File: config.mk
export PLATFORM = sky130hd
export DESIGN_NAME = skv_cell
export DESIGN_NICKNAME = d
export VERILOG_FILES = /design/src/sv/skv_pkg.sv /design/src/sv/skv_cell.sv
export SDC_FILE = /design/constraint.sdc
export NUM_CORES = 1
export LEC_CHECK = 0
export CAP_MARGIN = 5
export CORE_MARGIN = 1.5
export CORE_UTILIZATION = 30
export CTS_CLUSTER_DIAMETER = 60
export DETAILED_ROUTE_END_ITERATION = 8
export DONT_BUFFER_PORTS = 1
export PLACE_DENSITY_LB_ADDON = 0.08
export SLEW_MARGIN = 20
export SYNTH_ARGS = -nofsm -noshare
export SYNTH_HDL_FRONTEND = slang
export SYNTH_SLANG_ARGS = --single-unit
export TNS_END_PERCENT = 100
File: constraint.sdc
create_clock -name clk -period 3.4 [get_ports clk]
set_input_delay 0.17 -clock clk [delete_from_list [all_inputs] [get_ports clk]]
set_output_delay 0.17 -clock clk [all_outputs]
set_load 0.01 [all_outputs]
File: src/sv/skv_pkg.sv
// ----------------------------------------------------------------------------
// skv_pkg: shared types for the sorted key/value table
// Command codes, cell operations, cell flags and controller states.
// ----------------------------------------------------------------------------
package skv_pkg;

    localparam int TABLE_DEPTH_DEF = 64;
    localparam int KEY_BITS_DEF    = 16;
    localparam int VALUE_BITS_DEF  = 32;

    localparam logic [2:0] CMD_LOOKUP      = 3'd0;
    localparam logic [2:0] CMD_MAP         = 3'd1;
    localparam logic [2:0] CMD_UNMAP       = 3'd2;
    localparam logic [2:0] CMD_UNMAP_VALUE = 3'd3;
    localparam logic [2:0] CMD_REMAP       = 3'd4;
    localparam logic [2:0] CMD_CLEAR       = 3'd5;

    typedef enum logic [2:0] {
        OP_NONE,
        OP_COMPARE,
        OP_MARK,
        OP_WRITE,
        OP_INSERT,
        OP_DELETE,
        OP_SWAP
    } skv_op_t;

    typedef struct packed {
        logic lt;
        logic eq;
        logic dead;
    } skv_flags_t;

    typedef enum logic [2:0] {
        ST_IDLE,
        ST_EVAL,
        ST_CMP2,
        ST_EVAL2,
        ST_COMPACT,
        ST_DONE
    } skv_state_t;

endpackage

File: src/sv/skv_cell.sv
// ----------------------------------------------------------------------------
// skv_cell: one slot of the sorted table
// Holds one key/value pair and its lt, eq and dead flags; shifts data to or from
// its neighbors on insert, delete and compaction swaps.
// ----------------------------------------------------------------------------
module skv_cell
    import skv_pkg::*;
#(
    parameter int KEY_BITS   = KEY_BITS_DEF,
    parameter int VALUE_BITS = VALUE_BITS_DEF
)
(
    input  logic                  clk,
    input  logic                  rst_n,
    input  skv_op_t               op,
    input  logic [KEY_BITS-1:0]   cmp_key,
    input  logic [VALUE_BITS-1:0] cmp_val,
    input  logic [KEY_BITS-1:0]   wr_key,
    input  logic [VALUE_BITS-1:0] wr_val,
    input  logic                  occ,
    input  logic                  pair_right,
    input  logic [KEY_BITS-1:0]   left_key,
    input  logic [VALUE_BITS-1:0] left_val,
    input  skv_flags_t            left_flags,
    input  logic [KEY_BITS-1:0]   right_key,
    input  logic [VALUE_BITS-1:0] right_val,
    input  skv_flags_t            right_flags,
    output logic [KEY_BITS-1:0]   cell_key,
    output logic [VALUE_BITS-1:0] cell_val,
    output skv_flags_t            flags
);

    logic [KEY_BITS-1:0]   key_reg;
    logic [KEY_BITS-1:0]   key_next;
    logic [VALUE_BITS-1:0] val_reg;
    logic [VALUE_BITS-1:0] val_next;
    skv_flags_t            flags_reg;
    skv_flags_t            flags_next;

    always_comb
    begin
        key_next   = key_reg;
        val_next   = val_reg;
        flags_next = flags_reg;
        case (op)
            OP_COMPARE:
            begin
                flags_next.lt = occ && (key_reg < cmp_key);
                flags_next.eq = occ && (key_reg == cmp_key);
            end
            OP_MARK:
            begin
                flags_next.dead = !occ || (val_reg == cmp_val);
            end
            OP_WRITE:
            begin
                if (flags_reg.eq)
                begin
                    val_next = wr_val;
                end
            end
            OP_INSERT:
            begin
                if (!flags_reg.lt)
                begin
                    if (left_flags.lt)
                    begin
                        key_next = wr_key;
                        val_next = wr_val;
                    end
                    else
                    begin
                        key_next = left_key;
                        val_next = left_val;
                    end
                end
            end
            OP_DELETE:
            begin
                if (!flags_reg.lt)
                begin
                    key_next = right_key;
                    val_next = right_val;
                end
            end
            OP_SWAP:
            begin
                if (pair_right)
                begin
                    if (flags_reg.dead && !right_flags.dead)
                    begin
                        key_next        = right_key;
                        val_next        = right_val;
                        flags_next.dead = 1'b0;
                    end
                end
                else
                begin
                    if (left_flags.dead && !flags_reg.dead)
                    begin
                        key_next        = left_key;
                        val_next        = left_val;
                        flags_next.dead = 1'b1;
                    end
                end
            end
            default:
            begin
            end
        endcase
    end

    always_ff @(posedge clk)
    begin
        key_reg <= key_next;
        val_reg <= val_next;
    end

    always_ff @(posedge clk or negedge rst_n)
    begin
        if (!rst_n)
        begin
            flags_reg <= '0;
        end
        else
        begin
            flags_reg <= flags_next;
        end
    end

    assign cell_key = key_reg;
    assign cell_val = val_reg;
    assign flags    = flags_reg;

endmodule
==> results of run 1 <==
## what timing repair did
action / in CTS / in global routing
hold buffers: 2 / 0
gates resized for setup: 0 / 0
hold endpoints to repair: 4 / 0
## layout make-up
type / instances / area (um2)
clock buffers: 6 / 72.6
clock inverters: 1 / 30.0
fillers: 1076 / 6940
inverters: 66 / 248
multi-input cells: 169 / 1410
flip-flops and latches: 51 / 1520
well taps: 136 / 170
repair buffers: 4 / 35.0
## metal layers
layer | routed length, um | global-route usage, % | vias to the layer above
li1 | - | - | 1143
met1 | 3600 | 18.5 | 1180
met2 | 4580 | 25.0 | 156
met3 | 836 | 3.89 | 7
met4 | 70 | 3.43 | 0
met5 | 0 | 0 | -
## synthesized netlist by cell type
library cell / n
inv_1: 66
a222oi_1: 48
edfxtp_1: 48
xnor2_1: 32
ha_1: 16
buf_2: 11
nand2_1: 10
nand4_1: 10
o21ai_0: 9
a21oi_1: 7
nand2b_1: 6
nor2_1: 5
nand3_1: 4
dfrtp_1: 3
nor4_1: 3
a211oi_1: 2
a21boi_2: 2
a21o_1: 2
buf_6: 2
clkbuf_1: 2
nand3b_1: 2
nor2b_1: 2
o21ai_1: 2
and2_4: 1
and3b_1: 1
buf_4: 1
o221a_2: 1
o22a_1: 1
o22ai_2: 1
o31ai_1: 1
o32ai_1: 1
## worst max path at each step
stage | slack [ns] | cells after the start | to | startpoint
final | 1.47 | 5 | cell_val[29] | flags[0]
after global routing | 1.28 | 5 | flags[2] | cell_key[15]
after CTS | 1.44 | 5 | flags[2] | cell_key[15]
after detailed placement | 1.46 | 5 | flags[2] | cell_key[15]
after global placement | 1.46 | 5 | flags[2] | cell_key[15]
after floorplan | 0.19 | 3 | cell_val[0] | op[1]
## metrics by stage
step	util [%]	hold slack, ns	total power, mW	area, um2
floorplan	-	-0.126	1.05	3250
global placement	32.2	-0.126	1.12	3360
detailed placement	32.2	-0.126	1.12	3360
CTS	33.4	0.00335	1.55	3480
global route	33.4	0.00710	1.61	3480
finish	33.4	0.0217	1.52	3480
## critical path: stages (launching register included)
cell	delay [ns]
dfrtp_1	0.46
nand2b_1	0.18
o221a_2	0.27
o21ai_0	0.15
nand2_1	0.11
o21ai_4	0.37
## report_power, final
part	internal (mW)	switching [mW]	leakage, nW
combinational	0.120	0.143	0.818
clock	0.216	0.201	0.0513
sequential	0.765	0.0728	0.494
total	1.10	0.417	1.36
## cells by family (layout without fill, tap and decap cells)
| kind of cell | count (synthesis) | in the layout |
|---|---|---|
| buffers and inverters | 82 | 77 |
| AO/OA/AOI/OAI | 77 | 77 |
| flip-flops | 51 | 51 |
| AND/OR/NAND/NOR | 44 | 44 |
| XOR/XNOR | 32 | 32 |
| adder cells (fa/ha/maj) | 16 | 16 |
## cells in the final DEF (no fill, tap or decap)
cell type / instances
inv_1: 66
a222oi_1: 48
edfxtp_1: 48
xnor2_1: 32
ha_1: 16
nand2_1: 10
nand4_1: 10
o21ai_0: 8
a21oi_1: 7
nand2b_1: 6
nor2_1: 5
clkbuf_8: 5
nand3_1: 4
nor4_1: 3
dfrtp_1: 3
a21boi_2: 2
nor2b_1: 2
nand3b_1: 2
a21o_1: 2
a211oi_1: 2
dlygate4sd3_1: 2
buf_4: 2
o22a_1: 1
o22ai_2: 1
o21ai_1: 1
and2_4: 1
o21ai_2: 1
and3b_2: 1
o221a_2: 1
o21ai_4: 1
o31ai_1: 1
o32ai_1: 1
clkbuf_1: 1
bufinv_16: 1
==> results.txt, run 1 <==
outcome -> finished clean
largest family of logic cells by synthesized area -> compound AO/OA/AOI/OAI gates
port bufs -> 0
TritonCTS clock tree -> done
Hold Crit Class -> in -> reg
Detail Placement HPWL -> 7.14 mm
largest area contributor in the netlist -> edfxtp_1
worst reg-to-reg setup slack -> 1.47 ns
period utilisation layout -> 56.7%
Non-Filler Instances -> 433
largest cells by area after synthesis -> edfxtp_1 44%, a222oi_1 15%, xnor2_1 8.6%
First-pass DRT Iterations -> 9
Root Buffer -> clkbuf_8
WP data arrival -> 1.85 ns
vias per cell -> 5.74
P_leak -> 1.36 nW
Worst Max-Slew Pin Slew -> 1.00 ns
clk slew on worst S/H paths -> 0.09 ns
Die Y -> 107 um
H-tree levels -> 2
post-CTS setup buffer count -> 0
crit path time final -> 1.93 ns
antenna cell count -> 0
# rows -> 37
final global-route overflow total -> 0
drt wl/cell -> 21.0 um
max-cap viol count -> 0
Compound-Gate Fraction of Synth Area -> 20.7%
largest net degree at the start of global routing -> 49
Clock Tree Buf Depth -> 2
DRT iter0 DRCs -> 300
Setup TNS -> 0 ns
warnings from Yosys -> 0
DP Worst Slack -> 1.46 ns
adder-cell share of the synthesized area -> 6.16%
Hold EP -> flags[1]
Mean Syn Cell Area -> 10.8 um2
register area share after synthesis -> 46.7%
CP Capture Type -> flip-flop
layout cell share with drive strength beyond 1 -> 5.39%
FF-to-FF path depth -> 5
first-pass GRT wire length -> 12.8 mm
Final Hold Fails -> 0
placed cell count -> 424
hold depth -> 2
Critical Path Source Type -> flip-flop
Via Count -> 2,486
Synth Register Bits -> 51
Synth-to-Final Area Change -> 7.12%
Req. time, crit path -> 3.32 ns
worst hold start -> op[2]
Synth Area in Simple Gates -> 7.39%
cts bufs inserted -> 5
gr usage total -> 14.7%
Final Max Tran Viols -> 0
I/O pins -> 256
Die X -> 107 um
initial antenna violation count -> 0
clk sinks -> 51
routability cong. -> 0.759
pwr/cell area -> 436 nW/um2
final setup fails -> 0
# DRC -> 0
xor-xnor portion of the synthesized cell area -> 8.63%
vias in the first global route -> 2,397
multiplexer area fraction after synthesis -> 0%
initial core utilization -> 31.2%
f_max -> 0.518 GHz
Synth cell types -> 31
Detail Route Antenna Nets -> 0
RSZ-0062 raised after global routing -> no
Max FO, Critical Path -> 32
Synth top area share -> 44.4%
DIE AREA -> 11,500 um2
Rel. slew slack -> 32.9%
Gate Count Post-Synth -> 302
clk_lat worst skew -> 0.29 ns
clock skew -> 0.00625 ns
total wire length -> 9.09 mm
RR Endpoint -> cell_val[29]
final worst slack -> 1.47 ns
max reg flops -> 32
Net Count, Synth -> 523
core area -> 10,400 um2
Crit Path Category -> reg -> reg
Worst VDD drop -> 218 uV
worst r2r src -> flags[0]
final-stage net count -> 518
Synth Cell Area -> 3250 um2
Power figures use the tool's default switching activity.
==> run 2: changes to the inputs <==
==> constraint.sdc (replaced) <==
create_clock -name clk -period 1.98 [get_ports clk]
set_input_delay 0.099 -clock clk [delete_from_list [all_inputs] [get_ports clk]]
set_output_delay 0.099 -clock clk [all_outputs]
set_load 0.01 [all_outputs]
==> run 2 against run 1 <==
Against the previous run: cell count rose by 14%; count of clock-buffer cells in the layout fell by 1; die area did not move; via count rose by 9.7%; total power rose by 73%; core utilization rose by 5.8 points; clock skew rose by 0.00055 ns; critical path type unchanged; critical endpoint is now cell_val[28]; highest routed layer unchanged.
==> results.txt, run 2 (synthesized netlist as in run 1, its figures left out) <==
worst r2r src -> flags[0]
final setup fails -> 0
Req. time, crit path -> 1.99 ns
Setup TNS -> 0 ns
crit path time final -> 1.78 ns
CP Capture Type -> flip-flop
final-stage net count -> 579
# DRC -> 0
most frequent cells in the layout -> 66 x inv_1, 58 x dlygate4sd3_1, 48 x a222oi_1, 48 x edfxtp_1, 32 x xnor2_1
gr usage total -> 16.2%
initial antenna violation count -> 0
Detail Route Antenna Nets -> 0
Worst VDD drop -> 257 uV
worst hold start -> left_val[29]
clock skew -> 0.00680 ns
max-cap viol count -> 0
vias per cell -> 5.51
max reg flops -> 32
final global-route overflow total -> 0
post-CTS setup buffer count -> 0
WP data arrival -> 1.79 ns
pwr/cell area -> 643 nW/um2
Root Buffer -> clkbuf_8
Worst Max-Slew Pin Slew -> 0.766 ns
Crit Path Category -> reg -> reg
I/O pins -> 256
port bufs -> 0
largest net degree at the start of global routing -> 49
worst reg-to-reg setup slack -> 0.20 ns
clk slew on worst S/H paths -> 0.10 ns
Detail Placement HPWL -> 7.34 mm
Rel. slew slack -> 48.8%
total wire length -> 9.90 mm
clk sinks -> 51
antenna cell count -> 0
core area -> 10,400 um2
layout cell share with drive strength beyond 1 -> 6.69%
Final Hold Fails -> 0
Final Max Tran Viols -> 0
Synth-to-Final Area Change -> 25.9%
Non-Filler Instances -> 495
Fin Hold WS -> 0.00340 ns
routability cong. -> 0.757
Hold EP -> cell_val[29]
First-pass DRT Iterations -> 8
Max FO, Critical Path -> 32
period utilisation layout -> 90.0%
FF-to-FF path depth -> 6
Clock Tree Buf Depth -> 2
cts bufs inserted -> 5
outcome -> finished clean
commonest non-fill, non-tap cell in the layout -> inv_1
placed cell count -> 429
initial core utilization -> 31.2%
H-tree levels -> 2
Die Y -> 107 um
RR Endpoint -> cell_val[28]
Util after Layout -> 39.3%
f_max -> 0.561 GHz
# rows -> 37
Hold Crit Class -> in -> reg
Critical Path Source Type -> flip-flop
first-pass GRT wire length -> 14.1 mm
hold depth -> 2
clk_lat worst skew -> 0.30 ns
drt wl/cell -> 20.0 um
DIE AREA -> 11,500 um2
Die X -> 107 um
P_leak -> 1.62 nW
RSZ-0062 raised after global routing -> no
TritonCTS clock tree -> done
Fillers -> 1,041
vias in the first global route -> 2,697
Via Count -> 2,728
DRT iter0 DRCs -> 326
-- run 2: through the flow --
| stage | area (um2) | setup WS, ns | power [mW] |
|---|---|---|---|
| after floorplan | 3250 | 0.0493 | 1.81 |
| after global placement | 3410 | 0.112 | 1.93 |
| after detailed placement | 3410 | 0.163 | 1.94 |
| after CTS | 4020 | 0.000541 | 2.67 |
| after global routing | 4090 | 0.0123 | 2.79 |
| final | 4090 | 0.199 | 2.63 |
-- run 2: power breakdown --
group,leakage (nW),switching [mW],internal [mW],total [mW]
clock,0.0483,0.360,0.250,0.610
combinational,1.08,0.271,0.310,0.582
sequential,0.494,0.127,1.31,1.44
-- run 2: critical path, stage by stage (launching register included) --
cell and delay (ns):
dfrtp_1 0.48, nand2b_1 0.18, o221a_2 0.27, o21ai_0 0.14
nand2_1 0.11, o21ai_4 0.08, buf_12 0.22
-- run 2: metal layers --
| metal | share of wire, % | GRT usage (%) | vias up |
|---|---|---|---|
| met5 | 0 | 0 | - |
| met4 | 1.3 | 4.57 | 0 |
| met3 | 7.9 | 4.38 | 10 |
| met2 | 52 | 28.4 | 155 |
| met1 | 39 | 19.4 | 1296 |
| li1 | - | - | 1267 |
-- run 2: worst max-delay path by stage --
stage | depth (start not counted) | end | startpoint
floorplan | 3 | cell_key[0] | flags[0]
global placement | 6 | flags[2] | cell_key[12]
detailed placement | 6 | flags[2] | cell_key[14]
CTS | 6 | cell_val[22] | op[1]
global route | 6 | flags[2] | cell_key[5]
finish | 6 | cell_val[28] | flags[0]
-- run 2: timing repair --
item                                    in CTS  in global routing
endpoints found under the setup margin       0                  4
hold endpoints to repair                    40                  5
hold buffers                                52                  6
gates resized for setup                      0                  2
-- run 2: final cells by class --
class | instances | area [um2] | area share [%]
Tap cell | 136 | 170 | 4.16
Sequential cell | 51 | 1520 | 37.1
Clock buffer | 5 | 68.8 | 1.68
Clock inverter | 3 | 18.8 | 0.459
Multi-Input combinational cell | 169 | 1420 | 34.8
Timing Repair Buffer | 65 | 646 | 15.8
Inverter | 66 | 248 | 6.06
==> run 3: changes to the inputs <==
--- a/config.mk
+++ b/config.mk
@@ -5,6 +5,7 @@
 export SDC_FILE = /design/constraint.sdc
 export NUM_CORES = 1
 export LEC_CHECK = 0
+export ABC_AREA = 1
 export CAP_MARGIN = 5
 export CORE_MARGIN = 1.5
 export CORE_UTILIZATION = 30
==> run 3 against run 2 <==
Against the previous run: worst hold slack improved by 0.0076 ns; clock power rose by 72%; non-clock buffer count fell by 23; count of clock-buffer cells in the layout did not move; first-iteration DRC count fell by 37%; flip-flop and latch count did not move; clock skew barely moved; fmax fell by 0.61%.
==> results.txt, run 3 <==
final-stage net count -> 809
vias per cell -> 5.17
Synth async-reset ratio -> 5.88%
Synth Register Bits -> 51
register area share after synthesis -> 36.8%
Clock Tree Buf Depth -> 2
Synth-to-Final Area Change -> 16.2%
Rel. slew slack -> 31.8%
Post-synth EDFFs -> 48
post-CTS setup buffer count -> 0
clk slew on worst S/H paths -> 0.08 ns
I/O pins -> 256
DIE AREA -> 14,400 um2
GRT met2 Usage -> 33.0%
Synth Cell Area -> 4120 um2
pwr/cell area -> 668 nW/um2
Hold Crit Class -> in -> reg
most frequent cell after synthesis -> nor2_1
crit path time final -> 1.79 ns
Post-CTS Resized -> 0
Sw Pwr -> 968 uW
Die X -> 120 um
largest net degree at the start of global routing -> 37
Synth top area share -> 35.0%
DRT iter0 DRCs -> 207
Hold EP -> cell_key[15]
met3 usage -> 5.85%
Via Count -> 3,958
final setup fails -> 0
first-pass GRT wire length -> 20.1 mm
total wire length -> 13.4 mm
max-cap viol count -> 0
final worst slack -> 0.188 ns
clk_lat worst skew -> 0.31 ns
largest cells by area after synthesis -> edfxtp_1 35%, nor2_1 10%, nand2_1 8.3%
Critical Path Source Type -> input pin
antenna cell count -> 0
Fin Hold WS -> 0.0110 ns
Net Count, Synth -> 787
Crit Path Category -> in -> reg
Detail Placement HPWL -> 10.1 mm
First-pass DRT Iterations -> 4
CTS Hold Bufs -> 29
FF-to-FF path depth -> 6
Non-Filler Instances -> 765
vias in the first global route -> 3,875
Max FO, Critical Path -> 24
largest area contributor in the netlist -> edfxtp_1
worst r2r src -> flags[0]
period utilisation layout -> 90.5%
Detail Route Antenna Nets -> 0
Worst VDD drop -> 312 uV
Setup TNS -> 0 ns
f_max -> 0.558 GHz
warnings from Yosys -> 0
Final Max Tran Viols -> 0
most frequent cells in the layout -> 113 x nor2_1, 90 x nand2_1, 75 x inv_1
port bufs -> 0
met1 Use GR -> 20.4%
H-tree levels -> 2
sw frac -> 30.3%
RSZ-0062 raised after global routing -> no
DP Worst Slack -> 0.200 ns
routability cong. -> 0.768
Synth cell types -> 32
# rows -> 42
GR peak layer -> met2
Final Hold Fails -> 0
WP data arrival -> 1.97 ns
total power draw -> 3.20 mW
initial core utilization -> 31.0%
layout cell share with drive strength beyond 1 -> 6.11%
drt wl/cell -> 17.5 um
initial antenna violation count -> 0
hold depth -> 2
clock skew -> 0.00659 ns
worst hold start -> left_key[15]
RR Endpoint -> cell_val[23]
final global-route overflow total -> 0
CP Capture Type -> flip-flop
Worst Max-Slew Pin Slew -> 1.02 ns
# DRC -> 0
clk sinks -> 51
cts bufs inserted -> 5
Die Y -> 120 um
placed cell count -> 728
Internal -> 2.23 mW
most frequent cells after synthesis -> 115 x nor2_1, 91 x nand2_1, 75 x inv_1
core area -> 13,300 um2
Primary FF master, synth -> edfxtp_1
gr usage total -> 18.2%
worst reg-to-reg setup slack -> 0.27 ns
Root Buffer -> clkbuf_16
max reg flops -> 32
P_leak -> 2.03 nW
Gate Count Post-Synth -> 566
outcome -> finished clean
sequential share of power -> 45.6%
TritonCTS clock tree -> done
part of the power in combinational logic -> 21.6%
Mean Syn Cell Area -> 7.27 um2
clock share of power -> 32.8%
commonest non-fill, non-tap cell in the layout -> nor2_1
Req. time, crit path -> 2.16 ns
## run 3: cell count changes in the layout (fill, tap and decap cells not counted), sizes merged, moves of 9 or more
cell / previous run / this run
a222oi: 48 / 0
a31oi: 0 / 31
dlygate4sd3: 58 / 29
inv: 67 / 80
nand2: 10 / 94
nand3: 4 / 67
nor2: 5 / 118
o22ai: 1 / 31
xnor2: 32 / 23
## run 3: layout make-up
class	count	area, um2
clock buffers	5	125
clock inverters	3	47.5
fillers	1404	8510
inverters	79	297
multi-input cells	409	2150
flip-flops and latches	51	1520
well taps	176	220
repair buffers	42	425
## run 3: kinds of logic after synthesis
family | Yosys count | share of synthesized area [%]
AND/OR/NAND/NOR | 286 | 29.3
AO/OA/AOI/OAI | 83 | 12.7
adder cells (fa/ha/maj) | 16 | 4.86
buffers and inverters | 106 | 11.2
XOR/XNOR | 23 | 4.89
multiplexers | 1 | 0.243
flip-flops | 51 | 36.8
## run 3: worst max-delay path by stage
stage | slack, ns | from | endpoint
detailed placement | 0.20 | op[2] | cell_val[6]
floorplan | 0.13 | flags[0] | cell_val[0]
CTS | 0.18 | op[2] | cell_key[4]
global placement | 0.25 | flags[0] | cell_val[18]
global route | 0.01 | op[0] | cell_key[0]
finish | 0.19 | op[2] | cell_key[5]
## run 3: layer usage
| metal | wire length [um] | up-vias |
|---|---|---|
| met3 | 1230 | 13 |
| met5 | 0 | - |
| li1 | - | 1936 |
| met2 | 6700 | 179 |
| met4 | 180 | 0 |
| met1 | 5290 | 1830 |
## run 3: stage by stage
stage               utilization, %  instance area [um2]
detailed placement            32.5                 4320
CTS                           36.0                 4780
global route                  36.0                 4780
floorplan                        -                 4130
finish                        36.0                 4780
global placement              32.5                 4320
## run 3: power by group through the flow
stage	combinational (mW)	sequential (mW)	clock, mW
after floorplan	0.485	1.45	0
after detailed placement	0.630	1.49	0
after global routing	0.785	1.47	1.11
after global placement	0.614	1.49	0
final	0.690	1.46	1.05
after CTS	0.697	1.46	1.07
## run 3: critical path: stages
cell,delay (ns)
inv_2,0.09
nor2_4,0.06
nand2_2,0.09
nand2_4,0.20
nor2_2,0.61
nand2_1,0.14
nand3_1,0.12
dlygate4sd3_1,0.55
